$ cat config.mk
export PLATFORM = sky130hd
export DESIGN_NAME = group_absmax_quant_scale_core
export DESIGN_NICKNAME = d
export VERILOG_FILES = /design/src/rtl/gaqs_pkg.sv /design/src/rtl/gaqs_front.sv /design/src/rtl/gaqs_fifo.sv /design/src/rtl/gaqs_back.sv /design/src/rtl/group_absmax_quant_scale_core.sv
export SDC_FILE = /design/constraint.sdc
export NUM_CORES = 1
export LEC_CHECK = 0
export BUFFER_PORTS_ARGS = -buffer_cell sky130_fd_sc_hd__buf_2
export CAP_MARGIN = 10
export CORE_ASPECT_RATIO = 1.2
export CORE_UTILIZATION = 45
export CTS_BUF_LIST = sky130_fd_sc_hd__clkbuf_16
export DETAILED_ROUTE_END_ITERATION = 12
export PLACE_DENSITY_LB_ADDON = 0.25
export SLEW_MARGIN = 25
export SYNTH_ARGS = -nofsm -noshare
export SYNTH_HDL_FRONTEND = slang
export SYNTH_SLANG_ARGS = --single-unit
$ cat constraint.sdc
create_clock -name clock -period 9.69 [get_ports clock]
set_input_delay 0.969 -clock clock [delete_from_list [all_inputs] [get_ports clock]]
set_output_delay 0.969 -clock clock [all_outputs]
set_load 0.05 [all_outputs]
$ cat src/rtl/gaqs_pkg.sv
// Shared constants and types for the group absmax quantisation scale core.
`default_nettype none
package gaqs_pkg;
   localparam int COUNT_BITS_DEF = 16;
   localparam int CFG_WIDTH      = 16;
   localparam int HALF_WIDTH     = 16;

   localparam logic [0:0] REG_GROUP_LENGTH = 1'd0;
   localparam logic [0:0] REG_GROUP_TOTAL  = 1'd1;

   localparam logic [CFG_WIDTH-1:0] GROUP_LENGTH_RESET = 16'd32;
   localparam logic [CFG_WIDTH-1:0] GROUP_TOTAL_RESET  = 16'd1;

   localparam logic [14:0] HALF_INF = 15'h7C00;

   // floor(x/127) = (x * RECIP_127) >> 24, exact for x below 2^17
   localparam logic [17:0] RECIP_127  = 18'd132105;
   // 2^20 = 127 * 8256 + 64
   localparam logic [13:0] QUOT_2P20  = 14'd8256;

   localparam int FIFO_DEPTH    = 4;
   localparam int FIFO_PTR_BITS = 2;

   typedef struct packed {
      logic [14:0] peak;
      logic        last;
   } job_entry_type;

   typedef struct packed {
      logic                   full;
      logic                   empty;
      logic [FIFO_PTR_BITS:0] count;
   } fifo_status_type;
endpackage
`default_nettype wire

$ cat src/rtl/gaqs_front.sv
// Front end: config registers, peak tracking and group/job counters.
`default_nettype none
module gaqs_front #(
   parameter int COUNT_BITS = gaqs_pkg::COUNT_BITS_DEF
) (
   input  wire logic                           clock,
   input  wire logic                           reset,
   input  wire logic                           csr_wen,
   input  wire logic [0:0]                     csr_index,
   input  wire logic [gaqs_pkg::CFG_WIDTH-1:0] csr_wdata,
   input  wire logic                           req_tvalid,
   output logic                                req_tready,
   input  wire logic [15:0]                    req_tdata,
   input  wire logic                           fifo_full,
   output logic                                push,
   output gaqs_pkg::job_entry_type             entry
);
   localparam int CW = ((COUNT_BITS > gaqs_pkg::CFG_WIDTH) ?
                        COUNT_BITS : gaqs_pkg::CFG_WIDTH) + 1;
   localparam logic [COUNT_BITS-1:0] CMAX = {COUNT_BITS{1'b1}};

   logic [gaqs_pkg::CFG_WIDTH-1:0] group_length_ff, group_total_ff;
   logic [14:0]           peak_ff, peak_in;
   logic [COUNT_BITS-1:0] elem_ff, elem_in, grp_ff, grp_in;
   logic [CW-1:0]         len_w, tot_w;
   logic [14:0]           mag;
   logic                  accept, elem_more, grp_more;

   assign req_tready = !fifo_full;
   assign accept     = req_tvalid && req_tready;
   assign mag        = req_tdata[14:0];

   always_comb begin
      len_w = (group_length_ff == '0) ? CW'(1) : CW'(group_length_ff);
      tot_w = (group_total_ff == '0) ? CW'(1) : CW'(group_total_ff);
      elem_more = ((CW'(elem_ff) + CW'(1)) < len_w) && (elem_ff != CMAX);
      grp_more  = ((CW'(grp_ff) + CW'(1)) < tot_w) && (grp_ff != CMAX);
      // NaN words leave the peak alone
      peak_in = (mag <= gaqs_pkg::HALF_INF && mag > peak_ff) ? mag : peak_ff;
      push       = accept && !elem_more;
      entry.peak = peak_in;
      entry.last = !grp_more;
      elem_in = elem_ff;
      grp_in  = grp_ff;
      if (accept) begin
         if (elem_more) begin
            elem_in = elem_ff + COUNT_BITS'(1);
         end else begin
            elem_in = '0;
            grp_in  = grp_more ? grp_ff + COUNT_BITS'(1) : '0;
         end
      end
   end

   always_ff @(posedge clock) begin
      if (reset) begin
         group_length_ff <= gaqs_pkg::GROUP_LENGTH_RESET;
         group_total_ff  <= gaqs_pkg::GROUP_TOTAL_RESET;
         peak_ff         <= '0;
         elem_ff         <= '0;
         grp_ff          <= '0;
      end else begin
         if (csr_wen) begin
            case (csr_index)
               gaqs_pkg::REG_GROUP_LENGTH: group_length_ff <= csr_wdata;
               gaqs_pkg::REG_GROUP_TOTAL:  group_total_ff  <= csr_wdata;
               default: ;
            endcase
         end
         if (accept) begin
            peak_ff <= elem_more ? peak_in : 15'd0;
         end
         elem_ff <= elem_in;
         grp_ff  <= grp_in;
      end
   end
endmodule
`default_nettype wire

$ cat src/rtl/gaqs_fifo.sv
// Short queue of closed groups between front and back end.
`default_nettype none
module gaqs_fifo (
   input  wire logic                  clock,
   input  wire logic                  reset,
   input  wire logic                  push,
   input  wire gaqs_pkg::job_entry_type push_data,
   input  wire logic                  pop,
   output gaqs_pkg::job_entry_type    pop_data,
   output gaqs_pkg::fifo_status_type  status
);
   localparam int PB = gaqs_pkg::FIFO_PTR_BITS;

   gaqs_pkg::job_entry_type mem_ff [gaqs_pkg::FIFO_DEPTH];
   logic [PB-1:0] wr_ff, rd_ff;
   logic [PB:0]   count_ff;
   logic          do_push, do_pop;

   assign status.count = count_ff;
   assign status.full  = (count_ff == (PB+1)'(gaqs_pkg::FIFO_DEPTH));
   assign status.empty = (count_ff == '0);
   assign do_push  = push && !status.full;
   assign do_pop   = pop && !status.empty;
   assign pop_data = mem_ff[rd_ff];

   always_ff @(posedge clock) begin
      if (do_push) begin
         mem_ff[wr_ff] <= push_data;
      end
   end

   always_ff @(posedge clock) begin
      if (reset) begin
         wr_ff    <= '0;
         rd_ff    <= '0;
         count_ff <= '0;
      end else begin
         if (do_push) wr_ff <= wr_ff + PB'(1);
         if (do_pop)  rd_ff <= rd_ff + PB'(1);
         count_ff <= count_ff + (PB+1)'(do_push) - (PB+1)'(do_pop);
      end
   end
endmodule
`default_nettype wire

$ cat src/rtl/gaqs_back.sv
// Back end: three-stage divide by 127 and binary16 rounding, with output register.
`default_nettype none
module gaqs_back (
   input  wire logic               clock,
   input  wire logic               reset,
   input  wire logic               entry_valid,
   input  wire gaqs_pkg::job_entry_type entry,
   output logic                   pop,
   output logic                   rsp_tvalid,
   input  wire logic              rsp_tready,
   output logic [15:0]            rsp_tdata,
   output logic                   rsp_tlast
);
   logic adv;

   // stage 1
   logic        s1_valid_ff, s1_inf_ff, s1_last_ff;
   logic [4:0]  s1_exp_ff;
   logic [10:0] s1_sig_ff;
   logic [34:0] s1_prod_ff;
   // stage 2
   logic        s2_valid_ff, s2_inf_ff, s2_last_ff, s2_sticky_ff;
   logic [4:0]  s2_exp_ff;
   logic [24:0] s2_q_ff;
   // output
   logic        out_valid_ff, out_last_ff;
   logic [15:0] out_bits_ff;

   logic [4:0]  e0;
   logic [10:0] sig0;
   logic [16:0] x0, x1;
   logic [10:0] d1;
   logic [17:0] dd1;
   logic [24:0] q1;

   logic        normal, big, hi, rnd;
   logic [4:0]  shift, expf;
   logic [24:0] remv, half;
   logic [11:0] mant, mant_r;
   logic [15:0] bits;

   assign adv = !out_valid_ff || rsp_tready;
   assign pop = adv && entry_valid;

   always_comb begin
      // subnormal input behaves as exponent one with no hidden bit
      e0   = entry.peak[14:10];
      sig0 = {(e0 != 5'd0), entry.peak[9:0]};
      x0   = {sig0, 6'b0};
      // sig*2^20/127 = sig*8256 + (sig*64)/127
      x1  = {s1_sig_ff, 6'b0};
      d1  = s1_prod_ff[34:24];
      dd1 = {d1, 7'b0} - 18'(d1);
      q1  = 25'(s1_sig_ff * gaqs_pkg::QUOT_2P20) + 25'(d1);

      normal = (s2_exp_ff != 5'd0);
      big    = s2_q_ff[24];
      hi     = normal && ((6'(s2_exp_ff) + 6'(big)) >= 6'd8);
      shift  = hi ? 5'd13 + 5'(big) : 5'd21 - (normal ? s2_exp_ff : 5'd1);
      expf   = s2_exp_ff + 5'(big) - 5'd8;
      mant   = 12'(s2_q_ff >> shift);
      remv   = s2_q_ff & ((25'd1 << shift) - 25'd1);
      half   = 25'd1 << (shift - 5'd1);
      rnd    = (remv > half) || ((remv == half) && (s2_sticky_ff || mant[0]));
      mant_r = mant + 12'(rnd);
      bits   = hi ? (16'({expf, 10'b0}) + 16'(mant_r)) : 16'(mant_r);
      if (s2_inf_ff || bits >= 16'h7C00) begin
         bits = 16'h7C00;
      end
   end

   always_ff @(posedge clock) begin
      if (adv) begin
         s1_exp_ff    <= e0;
         s1_sig_ff    <= sig0;
         s1_inf_ff    <= (entry.peak >= gaqs_pkg::HALF_INF);
         s1_last_ff   <= entry.last;
         s1_prod_ff   <= 35'(x0 * gaqs_pkg::RECIP_127);
         s2_exp_ff    <= s1_exp_ff;
         s2_inf_ff    <= s1_inf_ff;
         s2_last_ff   <= s1_last_ff;
         s2_q_ff      <= q1;
         s2_sticky_ff <= (x1 != dd1[16:0]);
         out_bits_ff  <= bits;
         out_last_ff  <= s2_last_ff;
      end
   end

   always_ff @(posedge clock) begin
      if (reset) begin
         s1_valid_ff  <= 1'b0;
         s2_valid_ff  <= 1'b0;
         out_valid_ff <= 1'b0;
      end else if (adv) begin
         s1_valid_ff  <= entry_valid;
         s2_valid_ff  <= s1_valid_ff;
         out_valid_ff <= s2_valid_ff;
      end
   end

   assign rsp_tvalid = out_valid_ff;
   assign rsp_tdata  = out_bits_ff;
   assign rsp_tlast  = out_last_ff;
endmodule
`default_nettype wire

$ cat src/rtl/group_absmax_quant_scale_core.sv
// Top level of the group absmax quantisation scale core.
`default_nettype none
// Takes one binary16 word per cycle, tracks the largest non-NaN magnitude of
// each group of group_length words and, when a group closes, returns that
// peak divided by 127, rounded to nearest-even binary16, with tlast set on
// the job's final group (group_total groups; zero in either register counts
// as one). Input words are taken one per cycle; a scale is presented once the
// word closing its group has been written to the queue and has passed a
// three-stage reciprocal multiply and rounding pipeline. A four-entry queue
// between the counters and the divide pipeline lets both sides stall on their
// own; the input stalls only when that queue is full.
module group_absmax_quant_scale_core #(
   parameter int COUNT_BITS = gaqs_pkg::COUNT_BITS_DEF
) (
   input  wire logic                           clock,
   input  wire logic                           reset,
   input  wire logic                           csr_wen,
   input  wire logic [0:0]                     csr_index,
   input  wire logic [gaqs_pkg::CFG_WIDTH-1:0] csr_wdata,
   input  wire logic                           req_tvalid,
   output logic                                req_tready,
   input  wire logic [15:0]                    req_tdata,   // [15:0] element_bits
   output logic                                rsp_tvalid,
   input  wire logic                           rsp_tready,
   output logic [15:0]                         rsp_tdata,   // [15:0] scale_bits
   output logic                                rsp_tlast    // last_of_job
);
   gaqs_pkg::job_entry_type   push_entry, pop_entry;
   gaqs_pkg::fifo_status_type fifo_status;
   logic push, pop;

   gaqs_front #(.COUNT_BITS(COUNT_BITS)) u_front (
      .clock      (clock),
      .reset      (reset),
      .csr_wen    (csr_wen),
      .csr_index  (csr_index),
      .csr_wdata  (csr_wdata),
      .req_tvalid (req_tvalid),
      .req_tready (req_tready),
      .req_tdata  (req_tdata),
      .fifo_full  (fifo_status.full),
      .push       (push),
      .entry      (push_entry)
   );

   gaqs_fifo u_fifo (
      .clock     (clock),
      .reset     (reset),
      .push      (push),
      .push_data (push_entry),
      .pop       (pop),
      .pop_data  (pop_entry),
      .status    (fifo_status)
   );

   gaqs_back u_back (
      .clock       (clock),
      .reset       (reset),
      .entry_valid (!fifo_status.empty),
      .entry       (pop_entry),
      .pop         (pop),
      .rsp_tvalid  (rsp_tvalid),
      .rsp_tready  (rsp_tready),
      .rsp_tdata   (rsp_tdata),
      .rsp_tlast   (rsp_tlast)
   );

`ifndef SYNTHESIS
   a_no_nan_out: assert property (@(posedge clock) disable iff (reset)
      rsp_tvalid && (rsp_tdata[14:10] == 5'h1F) |-> (rsp_tdata[9:0] == 10'd0))
      else $error("scale word is a NaN");
   a_positive_out: assert property (@(posedge clock) disable iff (reset)
      rsp_tvalid |-> !rsp_tdata[15])
      else $error("scale word has sign set");
   a_fifo_bound: assert property (@(posedge clock) disable iff (reset)
      fifo_status.count <= (gaqs_pkg::FIFO_PTR_BITS+1)'(gaqs_pkg::FIFO_DEPTH))
      else $error("group queue overfilled");
   a_ready_when_room: assert property (@(posedge clock) disable iff (reset)
      req_tready == !fifo_status.full)
      else $error("input ready out of step with queue");
`endif
endmodule
`default_nettype wire

==> impl_metrics.env <==
export IMPL_cts_made_buffers=26
export IMPL_die_area_sq_um=34800
export IMPL_cp_slowest_cell="edfxtp_1"
export IMPL_syn_avg_cell_area_sq_um=9.61
export IMPL_drt_pass1_iterations=5
export IMPL_min_path_cells=0
export IMPL_netlist_instances=1596
export IMPL_cts_root_buffer="clkbuf_16"
export IMPL_instances_no_fill=2106
export IMPL_dp_cells=2057
export IMPL_hold_buffers=0
export IMPL_cp_end_kind="flop"
export IMPL_cts_tree="built"
export IMPL_wl_um=36000
export IMPL_max_freq_ghz=0.114
export IMPL_ioPinCount=57
export IMPL_crit_arrival_ps=9020
export IMPL_synth_area_mux_share_pct=5.19
export IMPL_ys_flop_type="edfxtp_1"
export IMPL_placed_cell_area_sq_um=16100
export IMPL_grt_pass1_wl_um=59400
export IMPL_finalSetupTns_ps=0
export IMPL_cap_violations=0
export IMPL_die_w_um=171
export IMPL_dr_first_iter_drc_count=691
export IMPL_drive_gt1_share_pct=11.2
export IMPL_avgViaCountPerCell=5.71
export IMPL_grt_max_degree=80
export IMPL_worstPathMaxFanout=13
export IMPL_cts_sink_count=234
export IMPL_crit_buf_inv=1
export IMPL_synth_compound_area_share_pct=14.9
export IMPL_clkLatencyLatePin_ps=530
export IMPL_synth_simple_gate_area_share_pct=17.2
export IMPL_num_antenna_cells=0
export IMPL_cp_data_required_time_ps=9960
export IMPL_vias=12000
export IMPL_power_leakage_nw=6.77
export IMPL_grt_busiest_layer="met2"
export IMPL_worstSetupPathType="reg2reg"
export IMPL_start_kind="flop"
export IMPL_dieHeight_um=204
export IMPL_synth_warnings=0
export IMPL_hp_class="reg2reg"
export IMPL_post_drt_wl_per_cell_um=17.1
export IMPL_worstMarginPinSlew_ps=891
export IMPL_crit_top_cell="ha_1"
export IMPL_antenna_left=0
export IMPL_ff2ff_setup_slack_ps=940
export IMPL_post_cts_setup_buffers=0
export IMPL_rsz0062_at_grt="false"
export IMPL_synth_fa_ha_area_share_pct=12.9
export IMPL_rows=73
export IMPL_finalNetCount=1829
export IMPL_clkTransAtPathRegs_ps=60
export IMPL_synth_cell_types=86
export IMPL_globalRouteMet3Util_pct=2.32
export IMPL_start_util_pct=46.0
export IMPL_rr_worst_depth=31
export IMPL_grtUsageMet1_pct=25.8
export IMPL_yosys_register_bits=234
export IMPL_synthArstFlopShare_pct=0
export IMPL_relSlewSlack_pct=40.4
export IMPL_layout_area_overhead_vs_synth_pct=11.0
export IMPL_antenna_found_initial=0
export IMPL_grt_pass1_vias=11900
export IMPL_synth_edf_count=143
export IMPL_ir_drop_uv=138
export IMPL_hpwl_um=27000
export IMPL_min_period_ps=8750
export IMPL_grt_usage_pct=21.0
export IMPL_overflow=0
export IMPL_cts_buffer_depth=3
export IMPL_synth_area_sq_um=15300
export IMPL_numPortBuffers=55
export IMPL_coreArea_sq_um=33300
export IMPL_cts_resized_gates=0
export IMPL_status="complete, no violations"
export IMPL_min_period_over_period_pct=90.3
export IMPL_grtUsageMet2_pct=37.6
export IMPL_finalHoldViolCount=0
export IMPL_place_congestion=1.03
export IMPL_htreeDepth=1
export IMPL_cp_slowest_stage_delay_ps=650
export IMPL_synth_xor_area_share_pct=5.31
export IMPL_synth_top_family_by_area="simple AND/OR/NAND/NOR gates"
export IMPL_final_cell_area_sq_um=17000
export IMPL_crit_cells=31
export IMPL_drc=0
export IMPL_final_setup_viol_count=0
export IMPL_critical_path_top_delay_family="simple AND/OR/NAND/NOR gates"
export IMPL_p_per_area_nw_per_um2=340
export IMPL_ys_seq_area_share_pct=39.9
export IMPL_maxSlewViolCount=0
export IMPL_skew_ps=12.7
worst register-to-register path: cells and delay by family, from the launching register on:
family,cells,cell delay (ps)
AND/OR/NAND/NOR,16,3910
adder cells (fa/ha/maj),7,2110
AO/OA/AOI/OAI,5,1220
flip-flops,1,650
multiplexers,1,310
XOR/XNOR,1,240
buffers and inverters,1,60
logic make-up after synthesis:
kind of cell / Yosys count
AND/OR/NAND/NOR: 546
AO/OA/AOI/OAI: 341
flip-flops: 234
buffers and inverters: 168
adder cells (fa/ha/maj): 155
XOR/XNOR: 93
multiplexers: 57
other: 2
where the power goes:
part | switching [W] | internal [W]
Combinational | 0.00189 | 0.00126
Clock | 0.000400 | 0.000641
Sequential | 0.000219 | 0.00138
Total | 0.00251 | 0.00329
stage by stage:
| stage | setup WS (ps) | hold slack (ps) | power (W) | utilization (%) |
|---|---|---|---|---|
| 3_5_place_dp | 912 | 406 | 0.00474 | 48.2 |
| 2_1_floorplan | 2210 | 400 | 0.00396 | - |
| 6_report | 944 | 417 | 0.00579 | 51.1 |
| 5_1_grt | 167 | 432 | 0.00627 | 51.1 |
| 3_3_place_gp | 1100 | 404 | 0.00469 | 48.2 |
| 4_1_cts | 851 | 421 | 0.00581 | 51.0 |
layout by cell type, fill, tap and decap left out, drive strengths merged, types with 10 or more instances in the layout:
cell | netlist | layout
a211oi | 12 | 12
a21o | 26 | 26
a21oi | 110 | 110
a22o | 20 | 20
a31oi | 11 | 11
and2 | 19 | 19
and3 | 22 | 22
buf | 30 | 81
clkbuf | 41 | 27
clkinv | 1 | 10
dfxtp | 91 | 91
edfxtp | 143 | 143
ha | 149 | 149
inv | 96 | 101
mux2 | 21 | 21
mux2i | 20 | 20
mux4 | 16 | 16
nand2 | 186 | 186
nand3 | 93 | 93
nand4 | 22 | 22
nor2 | 92 | 92
nor2b | 21 | 21
nor3 | 31 | 31
nor4 | 21 | 21
o211ai | 10 | 10
o21a | 22 | 22
o21ai | 58 | 58
xnor2 | 57 | 57
xor2 | 36 | 36
flip-flops by register name, indices dropped and copies added (netlist names), 2 cells and up, named ones only:
signal	cells
u_fifo.mem_ff	64
u_back.s2_q_ff	25
u_back.rsp_tdata	16
u_front.elem_ff	16
u_front.group_length_ff	16
u_front.group_total_ff	16
u_front.grp_ff	16
u_front.peak_ff	15
u_back.s1_prod_ff	11
u_back.s1_sig_ff	11
u_back.s1_exp_ff	5
u_back.s2_exp_ff	5
u_fifo.count_ff	3
u_fifo.rd_ff	2
u_fifo.wr_ff	2
worst paths after layout:
path / start / end
max: u_back.s2_exp_ff[1]$_DFFE_PN_ / u_back.rsp_tdata[9]$_SDFFCE_PP0N_
min: u_back.s1_exp_ff[2]$_DFFE_PN_ / u_back.s2_exp_ff[2]$_DFFE_PN_
max reg2reg: u_back.s2_exp_ff[1]$_DFFE_PN_ / u_back.rsp_tdata[9]$_SDFFCE_PP0N_
min reg2reg: u_back.s1_exp_ff[2]$_DFFE_PN_ / u_back.s2_exp_ff[2]$_DFFE_PN_
layer usage:
layer / vias up / wire (um)
li1: 5918 / -
met1: 5740 / 15500
met2: 282 / 17900
met3: 76 / 1400
met4: 0 / 1220
met5: - / 0
synthesized netlist by cell type, types with 5 or more instances:
library cell	instances	area share (%)
nand2_1	185	4.5
ha_1	149	12
edfxtp_1	143	28
a21oi_1	109	3.6
inv_1	96	2.3
nand3_1	93	3.0
nor2_1	92	2.3
dfxtp_1	91	12
o21ai_0	57	1.9
xnor2_1	57	3.3
clkbuf_1	41	1.0
xor2_1	36	2.1
nor3_1	30	0.98
a21o_1	26	1.3
and3_1	22	0.90
nand4_1	22	0.90
o21a_1	22	1.1
nor2b_1	21	0.86
a22o_1	20	1.1
mux2i_1	20	1.3
and2_1	19	0.77
mux2_2	19	1.4
nor4_1	19	0.77
mux4_2	16	2.3
buf_2	14	0.46
a31oi_1	11	0.45
a211oi_1	10	0.49
o211ai_1	10	0.49
buf_1	9	0.22
nand2b_1	9	0.37
o31ai_1	8	0.39
and4_1	6	0.34
fa_1	6	0.78
a211o_1	5	0.29
a32oi_1	5	0.29
or3_1	5	0.20
layout make-up:
class | count | area, sq um
Clock buffer | 27 | 676
Clock inverter | 21 | 243
Fill cell | 3051 | 16300
Inverter | 97 | 365
Multi-Input combinational cell | 1196 | 8570
Sequential cell | 234 | 6120
Tap cell | 450 | 563
Timing Repair Buffer | 81 | 490
Power figures use the tool's default switching activity.
